File: config.mk
export PLATFORM = sky130hd
export DESIGN_NAME = fws_front
export DESIGN_NICKNAME = d
export VERILOG_FILES = /design/src/sv/fws_pkg.sv /design/src/sv/fws_front.sv
export SDC_FILE = /design/constraint.sdc
export NUM_CORES = 1
export LEC_CHECK = 0
export BUFFER_PORTS_ARGS = -buffer_cell sky130_fd_sc_hd__buf_2
export CAP_MARGIN = 20
export CORE_MARGIN = 3
export CORE_UTILIZATION = 56
export CTS_CLUSTER_SIZE = 16
export DETAILED_ROUTE_END_ITERATION = 10
export GPL_TIMING_DRIVEN = 0
export HOLD_SLACK_MARGIN = 0.1
export PLACE_DENSITY = 0.89
export SETUP_SLACK_MARGIN = 0.15
export SLEW_MARGIN = 25
export SYNTH_ARGS = -nofsm -noshare
export SYNTH_HDL_FRONTEND = slang
export SYNTH_SLANG_ARGS = --single-unit
File: constraint.sdc
create_clock -name clk -period 22.3 [get_ports clk]
set_input_delay 1.115 -clock clk [delete_from_list [all_inputs] [get_ports clk]]
set_output_delay 1.115 -clock clk [all_outputs]
set_load 0.1 [all_outputs]
File: src/sv/fws_pkg.sv
package fws_pkg;

	localparam int CORDIC_STEPS = 16;
	localparam logic signed [33:0] CORDIC_GAIN = 34'sd652032874;
	localparam int NUM_WHEELS = 4;
	localparam int NORM_STEPS = 9;
	localparam int BIG_CYCLES = 48;
	localparam int DIV_STEPS = 34;
	localparam int CNT_W = 6;
	localparam int QUEUE_DEPTH = 2;
	localparam int QPTR_W = $clog2(QUEUE_DEPTH);

	localparam logic [15:0] BASE_LEN_RST = 16'd3850;
	localparam logic [15:0] TRACK_LEN_RST = 16'd2662;
	localparam logic [15:0] TIRE_RADIUS_RST = 16'd451;

	// wheel order FL, FR, RL, RR; bit k set where that coordinate is negative
	localparam logic [3:0] WHEEL_X_NEG = 4'b1100;
	localparam logic [3:0] WHEEL_Y_NEG = 4'b0101;

	typedef enum logic [1:0] {
		REG_BASE_LEN    = 2'd0,
		REG_TRACK_LEN   = 2'd1,
		REG_TIRE_RADIUS = 2'd2
	} cfg_reg_t;

	typedef struct packed {
		logic [3:0][15:0] speed;
		logic [3:0][15:0] angle;
	} sample_t;

	typedef struct packed {
		logic    avail;
		sample_t smp;
	} fws_q_t;

	typedef enum logic [3:0] {
		ST_IDLE, ST_CORDIC, ST_CFIN, ST_ROWMUL, ST_ROWSH,
		ST_NORM, ST_BIG, ST_DIVI, ST_DIV, ST_FIN
	} state_t;

	typedef enum logic [1:0] {COL_COS, COL_SIN, COL_LEV, COL_RHS} col_t;

	typedef enum logic [3:0] {
		NMT_00, NMT_01, NMT_02, NMT_11, NMT_12, NMT_22, NMT_T0, NMT_T1, NMT_T2
	} nmt_sel_t;

	typedef enum logic [3:0] {
		A_NM00, A_NM01, A_NM02, A_NM11, A_NM12, A_NM22,
		A_CF00, A_CF01, A_CF02, A_CF11, A_CF12, A_CF22
	} a_src_t;

	typedef enum logic [3:0] {
		D_CF00, D_CF01, D_CF02, D_CF11, D_CF12, D_CF22, D_DET, D_NUM0, D_NUM1, D_NUM2
	} dst_t;

	typedef struct packed {
		col_t     ci;
		col_t     cj;
		nmt_sel_t dst;
		logic     diag;
	} norm_op_t;

	typedef struct packed {
		a_src_t   a_src;
		nmt_sel_t b_src;
		logic     first;
		logic     neg;
		logic     last;
		dst_t     dst;
	} big_op_t;

	function automatic logic [31:0] atan_lut(logic [3:0] i);
		logic [31:0] v;
		case (i)
			4'd0:  v = 32'h20000000;
			4'd1:  v = 32'h12E4051E;
			4'd2:  v = 32'h09FB385B;
			4'd3:  v = 32'h051111D4;
			4'd4:  v = 32'h028B0D43;
			4'd5:  v = 32'h0145D7E1;
			4'd6:  v = 32'h00A2F61E;
			4'd7:  v = 32'h00517C55;
			4'd8:  v = 32'h0028BE53;
			4'd9:  v = 32'h00145F2F;
			4'd10: v = 32'h000A2F98;
			4'd11: v = 32'h000517CC;
			4'd12: v = 32'h00028BE6;
			4'd13: v = 32'h000145F3;
			4'd14: v = 32'h0000A2FA;
			4'd15: v = 32'h0000517D;
			default: v = 32'h0;
		endcase
		return v;
	endfunction

	// normal matrix and right-hand sums, one entry per step
	function automatic norm_op_t norm_op(logic [3:0] s);
		norm_op_t o;
		case (s)
			4'd0: o = '{COL_COS, COL_COS, NMT_00, 1'b1};
			4'd1: o = '{COL_COS, COL_SIN, NMT_01, 1'b0};
			4'd2: o = '{COL_COS, COL_LEV, NMT_02, 1'b0};
			4'd3: o = '{COL_SIN, COL_SIN, NMT_11, 1'b1};
			4'd4: o = '{COL_SIN, COL_LEV, NMT_12, 1'b0};
			4'd5: o = '{COL_LEV, COL_LEV, NMT_22, 1'b1};
			4'd6: o = '{COL_COS, COL_RHS, NMT_T0, 1'b0};
			4'd7: o = '{COL_SIN, COL_RHS, NMT_T1, 1'b0};
			4'd8: o = '{COL_LEV, COL_RHS, NMT_T2, 1'b0};
			default: o = '{COL_COS, COL_COS, NMT_00, 1'b0};
		endcase
		return o;
	endfunction

	// cofactors, determinant, adjugate times right-hand side
	function automatic big_op_t big_op(logic [4:0] k);
		big_op_t o;
		case (k)
			5'd0:  o = '{A_NM11, NMT_22, 1'b1, 1'b0, 1'b0, D_CF00};
			5'd1:  o = '{A_NM12, NMT_12, 1'b0, 1'b1, 1'b1, D_CF00};
			5'd2:  o = '{A_NM12, NMT_02, 1'b1, 1'b0, 1'b0, D_CF01};
			5'd3:  o = '{A_NM01, NMT_22, 1'b0, 1'b1, 1'b1, D_CF01};
			5'd4:  o = '{A_NM01, NMT_12, 1'b1, 1'b0, 1'b0, D_CF02};
			5'd5:  o = '{A_NM11, NMT_02, 1'b0, 1'b1, 1'b1, D_CF02};
			5'd6:  o = '{A_NM00, NMT_22, 1'b1, 1'b0, 1'b0, D_CF11};
			5'd7:  o = '{A_NM02, NMT_02, 1'b0, 1'b1, 1'b1, D_CF11};
			5'd8:  o = '{A_NM01, NMT_02, 1'b1, 1'b0, 1'b0, D_CF12};
			5'd9:  o = '{A_NM00, NMT_12, 1'b0, 1'b1, 1'b1, D_CF12};
			5'd10: o = '{A_NM00, NMT_11, 1'b1, 1'b0, 1'b0, D_CF22};
			5'd11: o = '{A_NM01, NMT_01, 1'b0, 1'b1, 1'b1, D_CF22};
			5'd12: o = '{A_CF00, NMT_00, 1'b1, 1'b0, 1'b0, D_DET};
			5'd13: o = '{A_CF01, NMT_01, 1'b0, 1'b0, 1'b0, D_DET};
			5'd14: o = '{A_CF02, NMT_02, 1'b0, 1'b0, 1'b1, D_DET};
			5'd15: o = '{A_CF00, NMT_T0, 1'b1, 1'b0, 1'b0, D_NUM0};
			5'd16: o = '{A_CF01, NMT_T1, 1'b0, 1'b0, 1'b0, D_NUM0};
			5'd17: o = '{A_CF02, NMT_T2, 1'b0, 1'b0, 1'b1, D_NUM0};
			5'd18: o = '{A_CF01, NMT_T0, 1'b1, 1'b0, 1'b0, D_NUM1};
			5'd19: o = '{A_CF11, NMT_T1, 1'b0, 1'b0, 1'b0, D_NUM1};
			5'd20: o = '{A_CF12, NMT_T2, 1'b0, 1'b0, 1'b1, D_NUM1};
			5'd21: o = '{A_CF02, NMT_T0, 1'b1, 1'b0, 1'b0, D_NUM2};
			5'd22: o = '{A_CF12, NMT_T1, 1'b0, 1'b0, 1'b0, D_NUM2};
			5'd23: o = '{A_CF22, NMT_T2, 1'b0, 1'b0, 1'b1, D_NUM2};
			default: o = '{A_NM00, NMT_00, 1'b0, 1'b0, 1'b0, D_CF00};
		endcase
		return o;
	endfunction

endpackage

File: src/sv/fws_front.sv
module fws_front import fws_pkg::*; (
	input  logic        clk,
	input  logic        arst_n,
	input  logic        start,
	input  logic        sample_valid,
	input  sample_t     smp_in,
	output logic        busy,
	input  logic        pop,
	output fws_q_t      q_out
);

	sample_t                slot_q [QUEUE_DEPTH];
	logic [QPTR_W-1:0]      wr_ptr_q, rd_ptr_q;
	logic [QPTR_W:0]        count_q;
	logic                   push;

	assign busy  = (count_q == (QPTR_W+1)'(QUEUE_DEPTH));
	// samples marked invalid are taken and dropped here
	assign push  = start & ~busy & sample_valid;
	assign q_out.avail = (count_q != '0);
	assign q_out.smp   = slot_q[rd_ptr_q];

	always_ff @(posedge clk) begin
		if (push) begin
			slot_q[wr_ptr_q] <= smp_in;
		end
	end

	always_ff @(posedge clk or negedge arst_n) begin
		if (!arst_n) begin
			wr_ptr_q <= '0;
			rd_ptr_q <= '0;
			count_q  <= '0;
		end else begin
			if (push) begin
				wr_ptr_q <= wr_ptr_q + 1'b1;
			end
			if (pop) begin
				rd_ptr_q <= rd_ptr_q + 1'b1;
			end
			if (push && !pop) begin
				count_q <= count_q + 1'b1;
			end else if (pop && !push) begin
				count_q <= count_q - 1'b1;
			end
		end
	end

endmodule

== Word-level counts from Yosys, hierarchy flattened ==
Memory sizes are Yosys's and may differ from the RTL's.
Cells that the tools add are included.
W data, S select, Z words.
Storage, ports and cells
  output and inout port bits: 130
  memories: 1
  bits of input ports: 133
  bits in writable memories: 256
  register bits: 4
Cells by class
  bitwise gates (word level): 3
  equality and inequality tests: 1
  reduce and logical (&&, ||, !) cells: 6
  add/sub/neg operators: 4
  mux-type cells: 4
Memories
  slot_q: depth 2, bits a word 128, rd ports 1, clocked after Yosys merged registers in 0, wr ports 1, line fws_front.sv:12  | sample_t slot_q [QUEUE_DEPTH];
Operators with widths (count)
  $mux W2: 2
  $reduce_bool A2 Y1: 2
  $add A1 B1 Y1 const B: 2
  $add A2 B1 Y2 const B: 1
  $and A1 B1 Y1: 2
  $eq A2 B2 Y1 const B: 1
  $logic_and A1 B1 Y1: 2
  $logic_not A1 Y1: 2
  $mux W1: 2
  $sub A2 B1 Y2 const B: 1
  $not A1 Y1: 1

== Longest topological paths before layout ==
Gate-level depths: netlist (run 1).
  depth in word-level cells: 8
  mapped depth: 6
  depth with buffers taken out: 6

== Worst setup path before layout (run 1) ==
OpenSTA, ideal clock, no wires.
  path kind: input-to-reg
  start: input port sample_valid
  end: memory slot_q[0][0] (netlist bit) (enable)
  slack: 11724 ps
  cell stages on the path: 2
  data required time: 21528 ps
  arrival time: 9804 ps
  cell sequence: nand2_1 > nor3_1
On the way
  longest elaborated chain between the ends: 3
Ends and longest elaborated chain
  start, declared: line fws_front.sv:5  | input logic sample_valid,
  $and A1 B1 Y1: line fws_front.sv:19  | assign push = start & ~busy & sample_valid;
  $mux W1: line fws_front.sv:24  | if (push) begin
  $mux W1 (implied by the code): line fws_front.sv:25  | slot_q[wr_ptr_q] <= smp_in;
  end, declared: line fws_front.sv:12
Every way passes these cells.

==> flow_metrics.tcl, run 1 <==
set metrics [dict create \
    r2r_end "slot_q[0][19]" \
    ys.flop_type "edfxtp_1" \
    dieArea_mm2 0.0185 \
    ys_async_sr_fraction 0.0154 \
    max_freq_mhz 325 \
    synth_compound_area_frac 0 \
    met3WireLength_mm 1.78 \
    start_util 0.584 \
    place_ws_ps 19230 \
    hold_buffers 0 \
    route.final.wire_length_mm 18.5 \
    synth_edf_count 256 \
    ys_ff_latch 260 \
    fin_setup_tns_ps 0 \
    top_layer "met4" \
    grtUsageTotal 0.190 \
    synth_area_per_cell_um2 22.8 \
    setup_ws_ps 19220 \
    multiInputGateArea_mm2 0.00154 \
    synthSimpleGateAreaFrac 0.00370 \
    reg2reg_slack_ps 19930 \
    antenna_cells 0 \
    grt_pass1_vias 5211 \
    postSynthCellCount 416 \
    tritoncts "built" \
    cts_max_level 1 \
    path_max_fanout 10 \
    period_needed_ps 3080 \
    slew_headroom 0.613 \
    viasPerCell 5.14 \
    drive_above_1_share 0.622 \
    rsz0062_at_grt "false" \
    synth_cell_types 15 \
    drt_iter0_drc 279 \
    clockBufferDepth 3 \
    gp_congestion 0.732 \
    clkSinkCount 260 \
    die_h_um 136 \
    cts_resized 0 \
    fin_crit_sh 0.138 \
    wl_met2_mm 9.40 \
    detail-route-antenna-nets 0 \
    drc 0 \
    syn_area_mm2 0.00948 \
    grt_max_degree 56 \
    synth_top_family_by_area "multiplexers" \
    synth.most_common_cell "edfxtp_1" \
    slew_viol_final 0 \
    syn-num-nets 550 \
    placed_cells_incl_taps 910 \
    yosys.area.top_type "edfxtp_1" \
    clkTransAtPathRegs_ps 60 \
    clock-root-buffer "clkbuf_16" \
    avgRoutedWirePerCell_um 19.3 \
    register_area_mm2 0.00779 \
    synth_mux_area_frac 0.152 \
    timing.rr.start "count_q[1]" \
    hp-class "input pin to asynchronous set/reset pin" \
    grt_overflow_total 0 \
    die_w_um 136 \
    ys_seq_area_frac 0.822 \
    outcome "completed" \
    nFillCells 908 \
    grt_first_pass_wirelength_mm 27.2 \
    rows 46 \
    drt_first_pass_iters 4 \
    portBuffers 262 \
    synthAdderAreaFrac 0.00132 \
    nets 856 \
    ys_warn_count 0 \
    met1Wirelength_mm 6.81 \
    final-setup-viol-count 0 \
    critPathCaptureType "output pin" \
    critical_path_arrival_ps 1960 \
    rr_worst_depth 7 \
    synth_common_cells "256 x edfxtp_1, 128 x mux2_2, 13 x buf_6" \
    cp.required_ps 21190 \
    worst-setup-path-type "flop to output pin" \
    synth_top_area_share 0.811 \
    design.core.area_mm2 0.0162 \
    clock_latency_ps 510 \
    whs_ps 406 \
    antenna_found_initial 0 \
    fin_skew_ps 9.02 \
    yosys-top-cells-area "edfxtp_1 81%, mux2_2 15%, buf_6 1.5%, dfrtp_1 1.1%, xor2_1 0.37%" \
    stdcell_count 957 \
    num_io_pins 263 \
    num_vias 4920 \
    finalHoldViolCount 0 \
    synth-xor-area-share 0.00462 \
    areaGrowthSynthToFinish_pct 27.7 \
    cts-buffers-inserted 26 \
    worst_pin_slew_ps 577 \
    startpoint_type "flop" \
    hpwlAfterDp_mm 13.1 \
    cts_setup_buffers 0 \
    cap_viol_max_count 0 \
]
critical path, stage by stage (launching register included):
cell	delay (ps)
dfrtp_1	390
buf_6	220
buf_6	180
mux2_2	350
buf_2	300
cells by family after synthesis:
family,count (synthesis)
flip-flops,260
buffers and inverters,15
adder cells (fa/ha/maj),1
AND/OR/NAND/NOR,7
XOR/XNOR,5
multiplexers,128
flip-flops by register name, indices dropped and copies added, names as in the netlist:
name / count
slot_q: 256
count_q: 2
rd_ptr_q: 1
wr_ptr_q: 1
worst max-delay path by stage:
stage                       startpoint       endpoint  slack (ps)  cells after the start
after global placement    sample_valid  slot_q[0][20]        8230                      3
after detailed placement  sample_valid  slot_q[0][19]       19230                      8
after global routing          rd_ptr_q      q_out[36]       19140                      4
final                         rd_ptr_q     q_out[125]       19220                      4
after floorplan           sample_valid   slot_q[0][0]       11720                      2
after CTS                     rd_ptr_q     q_out[125]       19180                      4
layout make-up:
class / instances / area share
multi-input combinational: 141 / 0.127
clock inverter: 17 / 0.0155
timing repair buffer: 278 / 0.122
buffer: 14 / 0.0125
tap: 216 / 0.0223
inverter: 1 / 0.000310
sequential: 260 / 0.644
clock buffer: 30 / 0.0568
metal layers:
layer,GRT usage,up-vias
li1,-,2274
met1,0.227,2389
met2,0.332,217
met3,0.0566,40
met4,0.0605,0
met5,0,-
placed cells by master (no fill, tap or decap), drive strengths merged:
cell,Yosys,routed
and2,1,1
nand2,1,1
xor2,4,4
ha,1,1
bufinv,0,4
nor3,1,1
edfxtp,256,256
dfrtp,4,4
inv,1,2
xnor2,1,1
mux2,128,128
buf,14,292
clkbuf,0,30
nor2,2,2
clkinv,0,12
or2,1,1
nor2b,1,1
per-stage QoR:
stage,util,instance area [µm²]
after floorplan,-,9480
after global placement,0.681,11100
after detailed placement,0.692,11200
after CTS,0.745,12100
after global routing,0.745,12100
final,0.745,12100
Power of run 1 is not shown: default switching activity piles up to over one toggle a cycle in this logic, so the estimate is an artifact.
==> run 2, diff against run 1 <==
- CORE_UTILIZATION: 56 -> 47
- PLACE_DENSITY: 0.89 -> 0.8
- clock period: 22.3 -> 2.72 ns (I/O delays scaled with it)
==> flow_metrics.tcl, run 2 (synthesized netlist as in run 1, its figures left out) <==
set metrics [dict create \
    nFillCells 1249 \
    num_io_pins 263 \
    avgRoutedWirePerCell_um 18.9 \
    grt_overflow_total 0 \
    top_register "slot_q" \
    grt_first_pass_wirelength_mm 33.0 \
    fin_setup_tns_ps 0 \
    hold_buffers 133 \
    register_area_mm2 0.00779 \
    antenna_found_initial 0 \
    startpoint_type "flop" \
    clkTransAtPathRegs_ps 60 \
    nets 984 \
    whs_ps 333 \
    critical_path_arrival_ps 2350 \
    gr-usage-met3 0.0521 \
    clockBufferDepth 3 \
    grt_pass1_vias 6199 \
    clock_latency_ps 520 \
    grt-busiest-layer "met2" \
    outcome "completed" \
    max_freq_mhz 461 \
    final-setup-viol-count 0 \
    route.final.wire_length_mm 21.5 \
    grt_max_degree 53 \
    die_h_um 148 \
    design.core.area_mm2 0.0197 \
    cts-buffers-inserted 26 \
    layout_commonest_cell "buf_2" \
    place_area_mm2 0.0113 \
    drt_first_pass_iters 5 \
    largest_register_ffs 256 \
    hp-class "input pin to flop" \
    critPathCaptureType "flop" \
    path_max_fanout 52 \
    start_util 0.482 \
    slew_viol_final 0 \
    clkSinkCount 260 \
    dieArea_mm2 0.0219 \
    fin_area_mm2 0.0135 \
    met2_usage 0.350 \
    hpwlAfterDp_mm 12.9 \
    clock-root-buffer "clkbuf_16" \
    cts_setup_buffers 0 \
    worst_pin_slew_ps 657 \
    drt_iter0_drc 169 \
    drive_above_1_share 0.528 \
    tritoncts "built" \
    cp.required_ps 2900 \
    period_needed_ps 2170 \
    rows 51 \
    drc 0 \
    detail-route-antenna-nets 0 \
    finalHoldViolCount 0 \
    fin_crit_sh 0.798 \
    grtUsageMet1 0.216 \
    final_cell_mix "263 x buf_2, 256 x edfxtp_1, 133 x dlygate4sd3_1" \
    portBuffers 262 \
    multiInputGateArea_mm2 0.00155 \
    grtUsageTotal 0.191 \
    slew_headroom 0.562 \
    viasPerCell 4.87 \
    rsz0062_at_grt "false" \
    gp_congestion 0.769 \
    cts_resized 0 \
    areaGrowthSynthToFinish_pct 42.2 \
    cap_viol_max_count 0 \
    worst-setup-path-type "flop to flop" \
    largest_registers "slot_q x256, count_q x2" \
    die_w_um 148 \
    cts_max_level 1 \
    num_vias 5534 \
    fin_skew_ps 19.1 \
]
## run 2: cell type report
type / count / area share
buffer: 14 / 0.0112
inverter: 1 / 0.000279
sequential: 260 / 0.578
clock inverter: 10 / 0.00594
clock buffer: 38 / 0.0569
timing repair buffer: 406 / 0.207
multi-input combinational: 141 / 0.115
antenna: 1 / 0.000186
tap: 265 / 0.0246
## run 2: path summary, 6_finish.rpt
kind / start / endpoint / slack [ps] / cells past startpoint
worst max-delay path: count_q[1] / slot_q[1][66] / 550 / 4
worst min-delay path: smp_in[11] / slot_q[1][11] / 330 / 2
worst max register to register: count_q[1] / slot_q[1][66] / 550 / 4
worst min register to register: count_q[1] / count_q[1] / 510 / 1
max in group asynchronous: arst_n / rd_ptr_q / 2000 / 3
min in group asynchronous: arst_n / wr_ptr_q / 540 / 3
## run 2: stage by stage
stage | util | worst slack [ps] | cells
after floorplan | - | -1400 | 416
after global placement | 0.567 | -2530 | 943
after detailed placement | 0.575 | 577 | 954
after CTS | 0.685 | 547 | 1135
after global routing | 0.685 | 461 | 1135
final | 0.686 | 549 | 1136
## run 2: routing by layer
| metal | wire length [µm] | vias up |
|---|---|---|
| met3 | 1550 | 52 |
| li1 | - | 2523 |
| met1 | 7900 | 2717 |
| met2 | 11400 | 242 |
| met4 | 622 | 0 |
| met5 | 0 | - |
## run 2: critical path, stage by stage, from the launching register on
cell,delay (ps)
dfrtp_1,400
nor2b_4,150
nor2_1,250
and2_4,640
buf_16,320
Power of run 2 is left out for the same reason.
==> run 3, diff against run 2 <==
- ABC_AREA: not set -> 1
- CORE_UTILIZATION: 47 -> 52
- PLACE_DENSITY: 0.8 -> 0.83
- clock period: 2.72 -> 2.2 ns (I/O delays scaled with it)
==> flow_metrics.tcl, run 3 <==
set metrics [dict create \
    cts-buffers-inserted 25 \
    slowest_delay_ps 420 \
    synth_common_cells "256 x edfxtp_1, 128 x mux2_2, 13 x buf_6" \
    path_buf_inv 3 \
    finalHoldViolCount 0 \
    setup.worst_path.end "q_out[85]" \
    drt_first_pass_iters 5 \
    ys_seq_area_frac 0.820 \
    startpoint_type "flop" \
    detail-route-antenna-nets 0 \
    max_freq_mhz 499 \
    route.final.wire_length_mm 23.3 \
    final_cell_mix "256 x edfxtp_1, 152 x buf_2, 134 x dlygate4sd3_1" \
    r2r_end "slot_q[1][10]" \
    whs_ps 313 \
    hpwlAfterDp_mm 13.5 \
    worst-setup-path-type "flop to output pin" \
    grt_first_pass_wirelength_mm 35.7 \
    grt-busiest-layer "met2" \
    cp_top_family "buffers and inverters" \
    grt_max_degree 35 \
    worstSetupPathDepth 4 \
    critical_path_arrival_ps 1890 \
    cap_viol_max_count 0 \
    clkSinkCount 260 \
    path_cells "buf_12 -> buf_6 -> mux2_2 -> buf_4" \
    grtUsageTotal 0.231 \
    yosys.area.top_type "edfxtp_1" \
    syn-num-nets 562 \
    ys_warn_count 0 \
    viasPerCell 5.16 \
    num_vias 5751 \
    worst_pin_slew_ps 573 \
    cts_max_level 1 \
    synth_cell_types 13 \
    rr_worst_depth 8 \
    timing.rr.start "count_q[0]" \
    grtUsageMet1 0.253 \
    gr-usage-met3 0.0570 \
    slowest_stage "dfrtp_2" \
    fin_skew_ps 29.0 \
    nets 1004 \
    post-route-util 0.785 \
    cp.required_ps 2090 \
    num_io_pins 263 \
    multiInputGateArea_mm2 0.00155 \
    critPathCaptureType "output pin" \
    clock_latency_ps 520 \
    met2_usage 0.431 \
    drc 0 \
    slew_headroom 0.616 \
    path_max_fanout 10 \
    ys.flop_type "edfxtp_1" \
    clock-root-buffer "clkbuf_16" \
    final-setup-viol-count 0 \
    gp_congestion 0.767 \
    ys_ff_latch 260 \
    slew_viol_final 0 \
    layout_commonest_cell "edfxtp_1" \
    outcome "completed" \
    min_from "smp_in[86]" \
    nFillCells 848 \
    fin_crit_sh 0.911 \
    syn_area_mm2 0.00950 \
    ys_async_sr_fraction 0.0154 \
    synth_edf_count 256 \
    portBuffers 262 \
    synth.most_common_cell "edfxtp_1" \
    start_util 0.540 \
    avgRoutedWirePerCell_um 20.9 \
    yosys-top-cells-area "edfxtp_1 81%, mux2_2 15%, buf_6 1.5%, dfrtp_1 1.1%, nand2_1 0.40%" \
    postSynthCellCount 428 \
    clkTransAtPathRegs_ps 60 \
    clockBufferDepth 3 \
    synth_top_area_share 0.809 \
    rsz0062_at_grt "true" \
    crit_start "rd_ptr_q" \
    largest_register_ffs 256 \
    drt_iter0_drc 302 \
    top_register "slot_q" \
    antenna_found_initial 0 \
    register_area_mm2 0.00779 \
    die_w_um 141 \
    rows 48 \
    largest_registers "slot_q x256, count_q x2" \
    design.core.area_mm2 0.0176 \
    drive_above_1_share 0.524 \
    areaGrowthSynthToFinish_pct 45.3 \
    antenna_cells 0 \
    die_h_um 141 \
    hp-class "input pin to flop" \
    reg2reg_slack_ps 220 \
    tritoncts "built" \
    grt_pass1_vias 6530 \
    dieArea_mm2 0.0199 \
    synth_area_per_cell_um2 22.2 \
    period_needed_ps 2000 \
    grt_overflow_total 0 \
]
[run 3: cell count changes after synthesis, sizes merged]
cell,change
nand2,+9
inv,+7
xor2,-3
nand3,+2
and2,-1
nand4,+1
nor2b,-1
nor3,-1
or2,-1
[run 3: repair_timing]
action | 4_1_cts | 5_1_grt
hold buffers | 134 | 0
endpoints found under the hold margin | 263 | 0
resized for setup | 92 | 46
buffers inserted | 3 | 4
setup endpoints to repair | 181 | 46
cloned | 1 | 1
pin swaps | 1 | 1
[run 3: cell type report]
cell class | count | area share
Tap cell | 225 | 0.0204
Clock buffer | 29 | 0.0464
Sequential cell | 260 | 0.564
Timing Repair Buffer | 414 | 0.234
Buffer | 14 | 0.0118
Multi-Input combinational cell | 146 | 0.112
Inverter | 8 | 0.00272
Clock inverter | 17 | 0.00779
Timing Repair inverter | 1 | 0.000362
[run 3: worst min path at each step]
stage                         end  slack, ps  cells past startpoint
CTS                 slot_q[0][35]        290                      2
finish              slot_q[1][86]        310                      2
detailed placement     count_q[1]        -80                      1
global route        slot_q[1][47]        300                      2
global placement         wr_ptr_q        -90                      1
floorplan              count_q[0]       -190                      0
[run 3: cells by family (layout without fill, tap and decap cells)]
kind of cell	after synthesis	count (layout)	share of synthesized area
muxes	128	128	0.152
DFF	260	260	0.820
xor gates and xnor gates	2	2	0.00184
and+or+nand+nor	15	15	0.00645
buffers and inverters	22	483	0.0191
adders and majority gates	1	1	0.00132
[run 3: stage by stage]
stage	std cells	setup slack, ps	setup TNS, ps	instance area [µm²]
after CTS	1109	150	0	13700
after floorplan	428	-1120	-241850	9520
final	1114	195	0	13800
after detailed placement	925	-194	-3110	11400
after global placement	915	-1640	-406480	11100
after global routing	1114	119	0	13800
[run 3: metal layers]
metal | wire, µm | vias up | part of all wire
met3 | 1530 | 69 | 0.066
met5 | 0 | - | 0
met4 | 923 | 0 | 0.040
met1 | 8280 | 2838 | 0.36
li1 | - | 2579 | -
met2 | 12500 | 265 | 0.54
Power of run 3 is left out for the same reason.
